File: config.mk
export PLATFORM = sky130hd
export DESIGN_NAME = copy_ring_sync_range_resolver
export DESIGN_NICKNAME = d
export VERILOG_FILES = /design/src/rtl/core/crsrr_pkg.sv /design/src/rtl/core/crsrr_ram.sv /design/src/rtl/core/copy_ring_sync_range_resolver.sv
export VERILOG_INCLUDE_DIRS = /design/src /design/src/rtl/core
export SDC_FILE = /design/constraint.sdc
export NUM_CORES = 2
export LEC_CHECK = 0
export ABC_AREA = 1
export BUFFER_PORTS_ARGS = -buffer_cell sky130_fd_sc_hd__clkbuf_2
export CAP_MARGIN = 15
export CORE_UTILIZATION = 29
export DETAILED_ROUTE_END_ITERATION = 7
export SETUP_SLACK_MARGIN = 0.3
export SLEW_MARGIN = 20
export SYNTH_ARGS = -nofsm -noshare
export SYNTH_HDL_FRONTEND = slang
export SYNTH_HIERARCHICAL = 1
export SYNTH_SLANG_ARGS = --single-unit
File: constraint.sdc
create_clock -name clk -period 18.9 [get_ports clk]
set_input_delay 0 -clock clk [delete_from_list [all_inputs] [get_ports clk]]
set_output_delay 0 -clock clk [all_outputs]
set_load 0.02 [all_outputs]
File: src/rtl/core/copy_ring_sync_range_resolver_defines.svh
// assertion macros for the copy ring sync range resolver
`ifndef COPY_RING_SYNC_RANGE_RESOLVER_DEFINES_SVH
`define COPY_RING_SYNC_RANGE_RESOLVER_DEFINES_SVH

// same-cycle implication, disabled while in reset
`define CRSRR_ASSERT_NOW(lbl, clk, rst_n, ante, cons, msg) \
    lbl: assert property (@(posedge clk) disable iff (!rst_n) (ante) |-> (cons)) \
        else $error(msg);

// next-cycle implication, disabled while in reset
`define CRSRR_ASSERT_NEXT(lbl, clk, rst_n, ante, cons, msg) \
    lbl: assert property (@(posedge clk) disable iff (!rst_n) (ante) |=> (cons)) \
        else $error(msg);

`endif

File: src/rtl/core/crsrr_pkg.sv
// types and constants shared by the copy ring sync range resolver
package crsrr_pkg;

    localparam int MAX_RESULTS = 16;
    localparam int MAX_SEGS    = MAX_RESULTS - 1;
    localparam int CNT_W       = $clog2(MAX_RESULTS);

    localparam logic [1:0] OP_PUSH   = 2'd0;
    localparam logic [1:0] OP_RETIRE = 2'd1;
    localparam logic [1:0] OP_SYNC   = 2'd2;

    localparam logic [1:0] KIND_RECV = 2'd0;

    typedef enum logic [2:0] {
        STS_PUSHED  = 3'd0,
        STS_FULL    = 3'd1,
        STS_RETIRED = 3'd2,
        STS_EMPTY   = 3'd3,
        STS_SEGMENT = 3'd4,
        STS_DONE    = 3'd5
    } status_t;

    typedef struct packed {
        logic [1:0]  op;
        logic [1:0]  kind;
        logic [47:0] dest_addr;
        logic [31:0] length;
        logic [31:0] src_page;
        logic [31:0] src_offset;
    } req_t;

    typedef struct packed {
        logic [2:0]  status;
        logic [47:0] seg_dest;
        logic [31:0] seg_page;
        logic [31:0] seg_src_offset;
        logic [31:0] seg_length;
        logic        last;
    } rsp_t;

    typedef struct packed {
        logic [1:0]  kind;
        logic [47:0] dest;
        logic [31:0] len;
        logic [31:0] page;
        logic [31:0] offset;
    } ring_entry_t;

endpackage

File: src/rtl/core/crsrr_ram.sv
// generic single-port-write ram with registered read
module crsrr_ram #(
    parameter int WIDTH = 8,
    parameter int DEPTH = 16
) (
    input  logic                     clk,
    input  logic                     wr_en,
    input  logic [$clog2(DEPTH)-1:0] wr_addr,
    input  logic [WIDTH-1:0]         wr_data,
    input  logic [$clog2(DEPTH)-1:0] rd_addr,
    output logic [WIDTH-1:0]         rd_data
);

    logic [WIDTH-1:0] mem [DEPTH];

    always_ff @(posedge clk)
    begin
        if (wr_en)
        begin
            mem[wr_addr] <= wr_data;
        end
        rd_data <= mem[rd_addr];
    end

endmodule

File: src/rtl/core/copy_ring_sync_range_resolver.sv
// copy ring sync range resolver top level: descriptor ring and sync walker
//
// request channel (req, req_valid, req_stall) carries one operation per
// transaction: push a descriptor, retire the oldest one, or sync a range.
// response channel (rsp, rsp_valid, rsp_stall) returns the results; the
// last result of each request has last set. op 3 gives no result.
// push and retire: result is in the output register in the cycle after the
// transaction, one request per cycle while the receiver keeps up.
// sync: the walker reads one ring entry per cycle from the descriptor ram
// (registered read) while nothing stalls; req_stall stays high for the whole sync.
// each emitted segment or done waits in the output register; while the
// receiver stalls a full output register the walk holds before emitting
// its next segment or done.
// reset clears the ring pointers (empty ring) and the output valid; ring
// contents are not cleared and need no clearing pass.
module copy_ring_sync_range_resolver #(
    parameter int RING_DEPTH = 16
) (
    input  logic             clk,
    input  logic             rst_n,
    input  crsrr_pkg::req_t  req,
    input  logic             req_valid,
    output logic             req_stall,
    output crsrr_pkg::rsp_t  rsp,
    output logic             rsp_valid,
    input  logic             rsp_stall
);

`include "copy_ring_sync_range_resolver_defines.svh"

    localparam int PTR_W = $clog2(RING_DEPTH);
    localparam int ENT_W = $bits(crsrr_pkg::ring_entry_t);
    localparam logic [PTR_W-1:0] LAST_IDX = PTR_W'(RING_DEPTH - 1);

    typedef enum logic [2:0] {
        ST_IDLE = 3'b001,
        ST_WALK = 3'b010,
        ST_DONE = 3'b100
    } state_t;

    state_t                      state_reg, state_next;
    logic [PTR_W-1:0]            head_reg, head_next;
    logic [PTR_W-1:0]            tail_reg, tail_next;
    logic [PTR_W-1:0]            idx_reg, idx_next;
    logic [crsrr_pkg::CNT_W-1:0] cnt_reg, cnt_next;
    logic [48:0]                 start_reg, start_next;
    logic [48:0]                 end_reg, end_next;
    logic                        rsp_valid_reg, rsp_valid_next;
    crsrr_pkg::rsp_t             rsp_reg, rsp_next;

    logic                        out_free;
    logic                        req_acc;
    logic                        ram_wr;
    logic [ENT_W-1:0]            ram_rd_data;
    crsrr_pkg::ring_entry_t      wr_ent;
    crsrr_pkg::ring_entry_t      ent;
    logic [48:0]                 ent_start;
    logic [48:0]                 ent_end;
    logic                        cov_start;
    logic                        cov_end;
    logic                        past_start;
    logic                        walk_end;
    logic [31:0]                 seg_off;

    function automatic logic [PTR_W-1:0] next_idx(input logic [PTR_W-1:0] i);
        next_idx = (i == LAST_IDX) ? '0 : i + PTR_W'(1);
    endfunction

    function automatic crsrr_pkg::rsp_t status_rsp(input crsrr_pkg::status_t s);
        crsrr_pkg::rsp_t r;
        r        = '0;
        r.status = s;
        r.last   = 1'b1;
        status_rsp = r;
    endfunction

    // output register is free when empty or being taken this cycle
    assign out_free  = !rsp_valid_reg || !rsp_stall;
    assign req_stall = (state_reg != ST_IDLE) || !out_free;
    assign req_acc   = req_valid && !req_stall;

    assign rsp       = rsp_reg;
    assign rsp_valid = rsp_valid_reg;

    // descriptor written at head on a push that fits
    assign wr_ent.kind   = req.kind;
    assign wr_ent.dest   = req.dest_addr;
    assign wr_ent.len    = req.length;
    assign wr_ent.page   = req.src_page;
    assign wr_ent.offset = req.src_offset;
    assign ram_wr = req_acc && (req.op == crsrr_pkg::OP_PUSH)
                    && (next_idx(head_reg) != tail_reg);

    // read address follows the next walk index, so data for idx_reg is ready
    crsrr_ram #(
        .WIDTH (ENT_W),
        .DEPTH (RING_DEPTH)
    ) u_ring (
        .clk     (clk),
        .wr_en   (ram_wr),
        .wr_addr (head_reg),
        .wr_data (wr_ent),
        .rd_addr (idx_next),
        .rd_data (ram_rd_data)
    );

    // shared range compare unit for the entry under the walker
    assign ent        = crsrr_pkg::ring_entry_t'(ram_rd_data);
    assign ent_start  = {1'b0, ent.dest};
    assign ent_end    = ent_start + 49'(ent.len);
    assign cov_start  = ent_start <= start_reg;
    assign cov_end    = ent_end >= end_reg;
    assign past_start = start_reg < ent_end;
    assign seg_off    = ent.offset + (start_reg[31:0] - ent.dest[31:0]);
    assign walk_end   = (idx_reg == head_reg)
                        || (cnt_reg == crsrr_pkg::CNT_W'(crsrr_pkg::MAX_SEGS));

    always_comb
    begin
        state_next     = state_reg;
        head_next      = head_reg;
        tail_next      = tail_reg;
        idx_next       = idx_reg;
        cnt_next       = cnt_reg;
        start_next     = start_reg;
        end_next       = end_reg;
        rsp_next       = rsp_reg;
        rsp_valid_next = rsp_valid_reg && rsp_stall;

        unique case (state_reg)
            ST_IDLE:
            begin
                if (req_acc)
                begin
                    unique case (req.op)
                        crsrr_pkg::OP_PUSH:
                        begin
                            rsp_valid_next = 1'b1;
                            if (next_idx(head_reg) == tail_reg)
                            begin
                                rsp_next = status_rsp(crsrr_pkg::STS_FULL);
                            end
                            else
                            begin
                                rsp_next  = status_rsp(crsrr_pkg::STS_PUSHED);
                                head_next = next_idx(head_reg);
                            end
                        end
                        crsrr_pkg::OP_RETIRE:
                        begin
                            rsp_valid_next = 1'b1;
                            if (head_reg == tail_reg)
                            begin
                                rsp_next = status_rsp(crsrr_pkg::STS_EMPTY);
                            end
                            else
                            begin
                                rsp_next  = status_rsp(crsrr_pkg::STS_RETIRED);
                                tail_next = next_idx(tail_reg);
                            end
                        end
                        crsrr_pkg::OP_SYNC:
                        begin
                            idx_next   = tail_reg;
                            cnt_next   = '0;
                            start_next = {1'b0, req.dest_addr};
                            end_next   = {1'b0, req.dest_addr} + 49'(req.length);
                            state_next = ST_WALK;
                        end
                        default:
                        begin
                            // unused op: no result
                        end
                    endcase
                end
            end
            ST_WALK:
            begin
                if (walk_end)
                begin
                    if (out_free)
                    begin
                        rsp_next       = status_rsp(crsrr_pkg::STS_DONE);
                        rsp_valid_next = 1'b1;
                        state_next     = ST_IDLE;
                    end
                end
                else if ((ent.kind == crsrr_pkg::KIND_RECV) && cov_start
                         && (cov_end || past_start))
                begin
                    if (out_free)
                    begin
                        rsp_next.status         = crsrr_pkg::STS_SEGMENT;
                        rsp_next.seg_dest       = start_reg[47:0];
                        rsp_next.seg_page       = ent.page;
                        rsp_next.seg_src_offset = seg_off;
                        rsp_next.last           = 1'b0;
                        rsp_valid_next          = 1'b1;
                        cnt_next                = cnt_reg + crsrr_pkg::CNT_W'(1);
                        if (cov_end)
                        begin
                            rsp_next.seg_length = 32'(end_reg - start_reg);
                            state_next          = ST_DONE;
                        end
                        else
                        begin
                            rsp_next.seg_length = 32'(ent_end - start_reg);
                            start_next          = ent_end;
                            idx_next            = next_idx(idx_reg);
                        end
                    end
                end
                else
                begin
                    idx_next = next_idx(idx_reg);
                end
            end
            ST_DONE:
            begin
                if (out_free)
                begin
                    rsp_next       = status_rsp(crsrr_pkg::STS_DONE);
                    rsp_valid_next = 1'b1;
                    state_next     = ST_IDLE;
                end
            end
            default:
            begin
                state_next = ST_IDLE;
            end
        endcase
    end

    always_ff @(posedge clk or negedge rst_n)
    begin
        if (!rst_n)
        begin
            state_reg     <= ST_IDLE;
            head_reg      <= '0;
            tail_reg      <= '0;
            idx_reg       <= '0;
            cnt_reg       <= '0;
            rsp_valid_reg <= 1'b0;
        end
        else
        begin
            state_reg     <= state_next;
            head_reg      <= head_next;
            tail_reg      <= tail_next;
            idx_reg       <= idx_next;
            cnt_reg       <= cnt_next;
            rsp_valid_reg <= rsp_valid_next;
        end
    end

    // payload registers
    always_ff @(posedge clk)
    begin
        start_reg <= start_next;
        end_reg   <= end_next;
        rsp_reg   <= rsp_next;
    end

    `CRSRR_ASSERT_NEXT(a_sync_starts_walk, clk, rst_n,
        req_acc && (req.op == crsrr_pkg::OP_SYNC), state_reg == ST_WALK,
        "sync transaction did not start a walk")
    `CRSRR_ASSERT_NEXT(a_ring_stable_in_walk, clk, rst_n,
        state_reg == ST_WALK, $stable(head_reg) && $stable(tail_reg),
        "ring pointers moved during a walk")
    `CRSRR_ASSERT_NOW(a_seg_cap, clk, rst_n,
        state_reg != ST_IDLE,
        cnt_reg <= crsrr_pkg::CNT_W'(crsrr_pkg::MAX_SEGS),
        "segment count passed its cap")
    `CRSRR_ASSERT_NOW(a_seg_not_last, clk, rst_n,
        rsp_valid_reg && (rsp_reg.status == crsrr_pkg::STS_SEGMENT),
        !rsp_reg.last && (state_reg != ST_IDLE),
        "segment marked last or emitted outside a walk")

endmodule
Word-level counts from Yosys, hierarchy flattened --
Memories as Yosys holds them, arrays and structs flattened. A register that Yosys moved wholly into a read port is not among the register bits. Index checks and enable logic that the tools add are counted.
Operators by class: $add $sub $neg 10, multiply operators 0, divide/modulo/power cells 0, magnitude comparators 3, eq/ne operators 24, shifts and indexed selects 0, muxes and demuxes 49, bitwise gates (word level) 2, reduce and logical (&&, ||, !) cells 26
Operators with widths (number):
- $mux 148 | 5
- $pmux 148 s3 | 1
- $pmux 148 s2 | 1
- $mux 49 | 6
- $mux 146 | 2
- $add 48x32->49 | 2
- $pmux 49 s2 | 1
- $sub 32x32->32 | 3
- $mux 4 | 14
- $ge 49x49->1 | 1
- $le 48x49->1 | 1
- $lt 49x49->1 | 1
- $add 32x32->32 | 1
- $mux 32 | 1
- $mux 3 | 7
- $add 4x1->4 const B | 4
- $eq 4x4->1 const B | 4
- $pmux 4 s2 | 2
- $eq 4x4->1 | 3
- $ne 2x2->1 const B | 5
- $reduce_and 5->1 | 2
- $ne 3x3->1 const B | 3
- $pmux 3 s3 | 1
- $reduce_and 4->1 | 2
- 22 further kinds | 41
Word-level totals: flip-flop bits (word level) 266, bits in latches 0, bits in writable memories 2336, memory bits (read-only) 0, output and inout port bits 150, logic and storage cells 129, memories 1
Memory list:
- u_ring.mem | depth 16, width 146, read ports 1, clocked after memory_dff 1, write ports 1, line crsrr_ram.sv:14 | logic [WIDTH-1:0] mem [DEPTH];

Depth between registers and ports, before layout --
depth in word-level cells 10, mapped depth 51, mapped depth without buffers 50

By module --
Netlist, hierarchy kept.
By module, submodules not included:
- crsrr_ram | instances 1, cells an instance 8860, area each 99810.7 µm², seq. area each 73070.1 µm²
- copy_ring_sync_range_resolver | instances 1, cells an instance 3307, area each 24902.6 µm², seq. area each 7888.8 µm²

Worst setup path before layout --
Ideal clock, no wire load.
kind register to register, start point reg u_ring.rd_data[96], read port of u_ring.mem, end point reg rsp_reg (netlist bit rsp[0]), enable pin, arrival 14.498 ns, setup slack 3.511 ns, cell stages (with the launch flop) 32, buffers on the path 1, cells stage by stage dfxtp_1 > ha_1 > fa_1 > nand2_1 > inv_1 > nand2_1 > nand2_1 > nand2_1 > nand2_2 > a21o_4 > nand2_2 > nand2_4 > nand2_1 > nand2_2 > nand3_2 > nand2_2 > or2_1 > nand2_2 > inv_1 > ha_1 > nand2_1 > nor2_1 > and2_1 > nand2_1 > nor2_1 > nor2_1 > nand2_2 > nor2_1 > buf_6 > nand2_4 > nand3_4 > a221oi_1
Between the ends: word-level cells in the longest chain between the ends 6, elaborated cells between the ends (all ways) 9, classes of those cells add/sub: 1; order compare: 3; eq/ne: 1; reduce/logical: 4
Ends and longest elaborated chain:
- start: declaration | line crsrr_ram.sv:11 | output logic [WIDTH-1:0] rd_data
- $add 48x32->49 | line copy_ring_sync_range_resolver.sv:110 | assign ent_end = ent_start + 49'(ent.len);
- $ge 49x49->1 or $lt 49x49->1 (tied branches) | line copy_ring_sync_range_resolver.sv:112, copy_ring_sync_range_resolver.sv:113
- $logic_or 1x1->1 | line copy_ring_sync_range_resolver.sv:189 | && (cov_end || past_start))
- $logic_and 1x1->1 * | line copy_ring_sync_range_resolver.sv:189
- $ne 3x3->1 (no line) *
- $reduce_and 5->1 (no line) *
- end signal: assignment | line copy_ring_sync_range_resolver.sv:261 | rsp_reg <= rsp_next;
- end: declaration | line copy_ring_sync_range_resolver.sv:49 | crsrr_pkg::rsp_t rsp_reg, rsp_next;
Every way passes the cells marked *; elsewhere a longest branch is shown, timed or not. A chain may end at the register's enable or synchronous reset.

Worst setup path after layout --
start point reg u_ring.rd_data[123], read port of u_ring.mem, end point reg u_ring.rd_data[33], read port of u_ring.mem
Between the ends: word-level cells in the longest chain between the ends 7, elaborated cells between the ends (all ways) 12, classes of those cells add/sub: 1; order compare: 3; mux: 5; reduce/logical: 3
Ends and longest elaborated chain:
- $add 48x32->49 | line copy_ring_sync_range_resolver.sv:110
- $ge 49x49->1 or $lt 49x49->1 (tied branches) | line copy_ring_sync_range_resolver.sv:112, copy_ring_sync_range_resolver.sv:113
- $mux 4 or $logic_or 1x1->1 (tied branches) | line copy_ring_sync_range_resolver.sv:200, copy_ring_sync_range_resolver.sv:189
- $mux 4 or $logic_and 1x1->1 (tied branches) | line copy_ring_sync_range_resolver.sv:191, copy_ring_sync_range_resolver.sv:189
- $mux 4 * | line copy_ring_sync_range_resolver.sv:188 | else if ((ent.kind == crsrr_pkg::KIND_RECV) && cov_start
- $mux 4 * | line copy_ring_sync_range_resolver.sv:179 | if (walk_end)
- $pmux 4 s2 * | line copy_ring_sync_range_resolver.sv:130 | unique case (state_reg)
- named net idx_next[0] | line copy_ring_sync_range_resolver.sv:44 | logic [PTR_W-1:0] idx_reg, idx_next;
Mark *: on every way through the listed nets, which the timed path passes. The rest lies on a longest branch.

==> metrics.yaml <==
tns_ps: 0
finalHoldViolations: 0
path_clk_slew_ps: 60
yosysMostFrequentCell: "nand2_1"
routed_wl_um: 403000
cts_resized: 0
path_max_fanout: 174
dieWidth_um: 658
cap_violations: 0
max-slew-margin-rel_pct: 9.97
cts_root_buf: "clkbuf_16"
nets: 13000
critPathCaptureType: "flop"
report.final.slew_viol_count: 0
core_area_sq_mm: 0.428
cts_tree: "yes"
viasPerCell: 4.80
synthFlopType: "edfxtp_1"
grt_pass1_wl_um: 577000
slowest_delay_ps: 890
power.density_mw_per_mm2: 181
synth_edf_count: 2582
largest_reg_flops: 2336
grt_pass1_vias: 81900
rsz0062_at_grt: "false"
initial_core_util_pct: 29.2
postSynthCellCount: 12200
synth-async-reset-ratio_pct: 0.728
fillers: 42900
pin_count: 302
fmax_ghz: 0.0947
cp.arrival_ps: 11360
syn_to_final_growth_pct: 15.3
synthDominantCellAreaShare_pct: 62.2
worst_slew_pin_slew_ps: 1350
ys.warnings.count: 6
grt_overflow_total: 0
core.rowCount: 240
yosys_register_bits: 2748
power.leakage_nw: 58.3
syn-num-nets: 12600
critPathMostFrequentCell: "nand2_1"
clock-sinks: 2748
portBuffers: 301
synth_area_sq_mm: 0.125
start_kind: "flop"
setup_viol_count_final: 0
dieHeight_um: 658
cp_top_family: "buffers and inverters"
synth_common_cells: "3957 x nand2_1, 2582 x edfxtp_1, 1788 x nand3_1"
ys_types: 70
period_share_pct: 55.9
ir_worst_vdd_mv: 0.179
die_area_sq_mm: 0.433
vias: 88700
first_pass_iters: 6
grt_max_degree: 234
cts_htree_levels: 5
clk_latency_ps: 920
wire_per_inst_um: 21.8
fin_util_pct: 33.6
hold_path_class: "in -> reg"
cts_buffers: 312
dp_hpwl_um: 240000
ctsHoldBuffers: 156
syn_area_per_cell_sq_um: 10.3
fin_skew_ps: 40.1
drc: 0
crit_slowest_cell: "buf_4"
seq_area_frac_synth_pct: 64.9
drive_above_1_share_pct: 7.79
synthTopCellsByArea: "edfxtp_1 62%, nand2_1 12%, nand3_1 7.2%"
period_minus_slack_ps: 10560
globalplace.congestion: 0.944
grt_use_total_pct: 18.0
antenna_left: 0
antenna_found_initial: 87
path_buf_inv: 9
status: "complete, no violations"
drt-initial-drc-count: 9749
clock_path_buffers: 4
critical_path_class: "reg -> reg"
cts_setup_buffers: 0
synth_top_area_cell: "edfxtp_1"
required_ps: 19700
==> metal layers <==
metal / wire [um] / up-vias / GRT usage, % / part of all wire (%)
met1: 179000 / 43200 / 25.6 / 44
met3: 31900 / 663 / 2.79 / 7.9
met5: 284 / - / 0 / 0.070
met2: 180000 / 3580 / 28.2 / 45
li1: - / 41300 / - / -
met4: 11800 / 42 / 5.05 / 2.9
==> path summary, 6_finish.rpt <==
kind                                      from            endpoint  slack (ps)  cells past startpoint
setup / recovery           u_ring/rd_data[123]  u_ring/rd_data[33]        8340                     37
hold / removal                         req[33]  u_ring/mem[12][33]          80                      2
setup reg to reg           u_ring/rd_data[123]  u_ring/rd_data[33]        8340                     37
hold reg to reg             u_ring/rd_data[53]             rsp[86]         530                      1
max in group asynchronous                rst_n          idx_reg[0]       18220                      4
min in group asynchronous                rst_n          idx_reg[3]         300                      4
==> cell type report <==
class	instances	area, sq um	area share, %
Antenna cell	25	62.6	0.0435
Clock buffer	434	8610	5.99
Clock inverter	138	1460	1.02
Inverter	1530	5780	4.02
Multi-Input combinational cell	7343	35500	24.7
Sequential cell	2748	81000	56.3
Tap cell	5687	7120	4.95
Timing Repair Buffer	589	4270	2.97
==> where the power goes <==
group | switching (mW) | leakage, nW | total [mW] | internal (mW)
clock network | 2.53 | 4.88 | 6.01 | 3.48
registers | 0.301 | 24.8 | 7.49 | 7.18
logic | 8.98 | 28.6 | 12.5 | 3.50
==> cells by family after synthesis <==
kind of cell	after synthesis	share of synthesized area, %
DFF	2748	64.9
AOI/OAI and AO/OA	730	3.35
muxes	1	0.00903
xor gates and xnor gates	131	0.932
adders and majority gates	311	3.32
and+or+nand+nor	6170	20.7
buffers and inverters	2076	6.78
==> per-stage QoR <==
step                instance area (sq um)  power, mW  worst slack [ps]  hold WS, ps  cells
floorplan                          125000       15.6              3510         -296  12200
global placement                   132000       19.8              8350         27.5  17700
detailed placement                 132000       19.8              8410         27.9  17700
CTS                                144000       25.9              8350         2.85  18500
global route                       144000       27.5              7650         86.8  18500
finish                             144000       26.0              8340         77.0  18500
==> worst register-to-register path, delay by kind of cell, from the launching register on <==
kind	cells	cell delay (ps)
buffers and inverters	9	4590
and+or+nand+nor	24	4390
adders and majority gates	2	700
DFF	1	340
xor gates and xnor gates	1	310
AOI/OAI and AO/OA	1	130
==> layout by cell type (no fill, tap or decap), types with 18 or more instances in the layout <==
cell	synthesis	layout
nor2_4	1	19
a22o_1	36	36
xor2_1	80	80
clkbuf_16	0	317
o31ai_1	18	18
nand2_1	3957	3954
diode_2	0	25
dfrtp_1	19	19
ha_1	277	277
clkbuf_1	141	93
a21o_1	29	29
a21oi_1	233	233
clkbuf_2	2	301
buf_4	58	114
or2_2	36	36
nand3_1	1788	1788
clkinv_1	0	41
fa_1	34	34
inv_1	1520	1518
clkbuf_8	0	24
o21ai_0	291	291
edfxtp_1	2582	2582
bufinv_16	0	20
clkinv_2	0	33
nor3_1	30	29
xnor2_1	49	49
nor2_1	277	259
nand4_1	22	22
o21ai_1	28	27
dlygate4sd3_1	0	156
dfxtp_1	146	146
No activity file was read; power rests on OpenSTA's default activity.
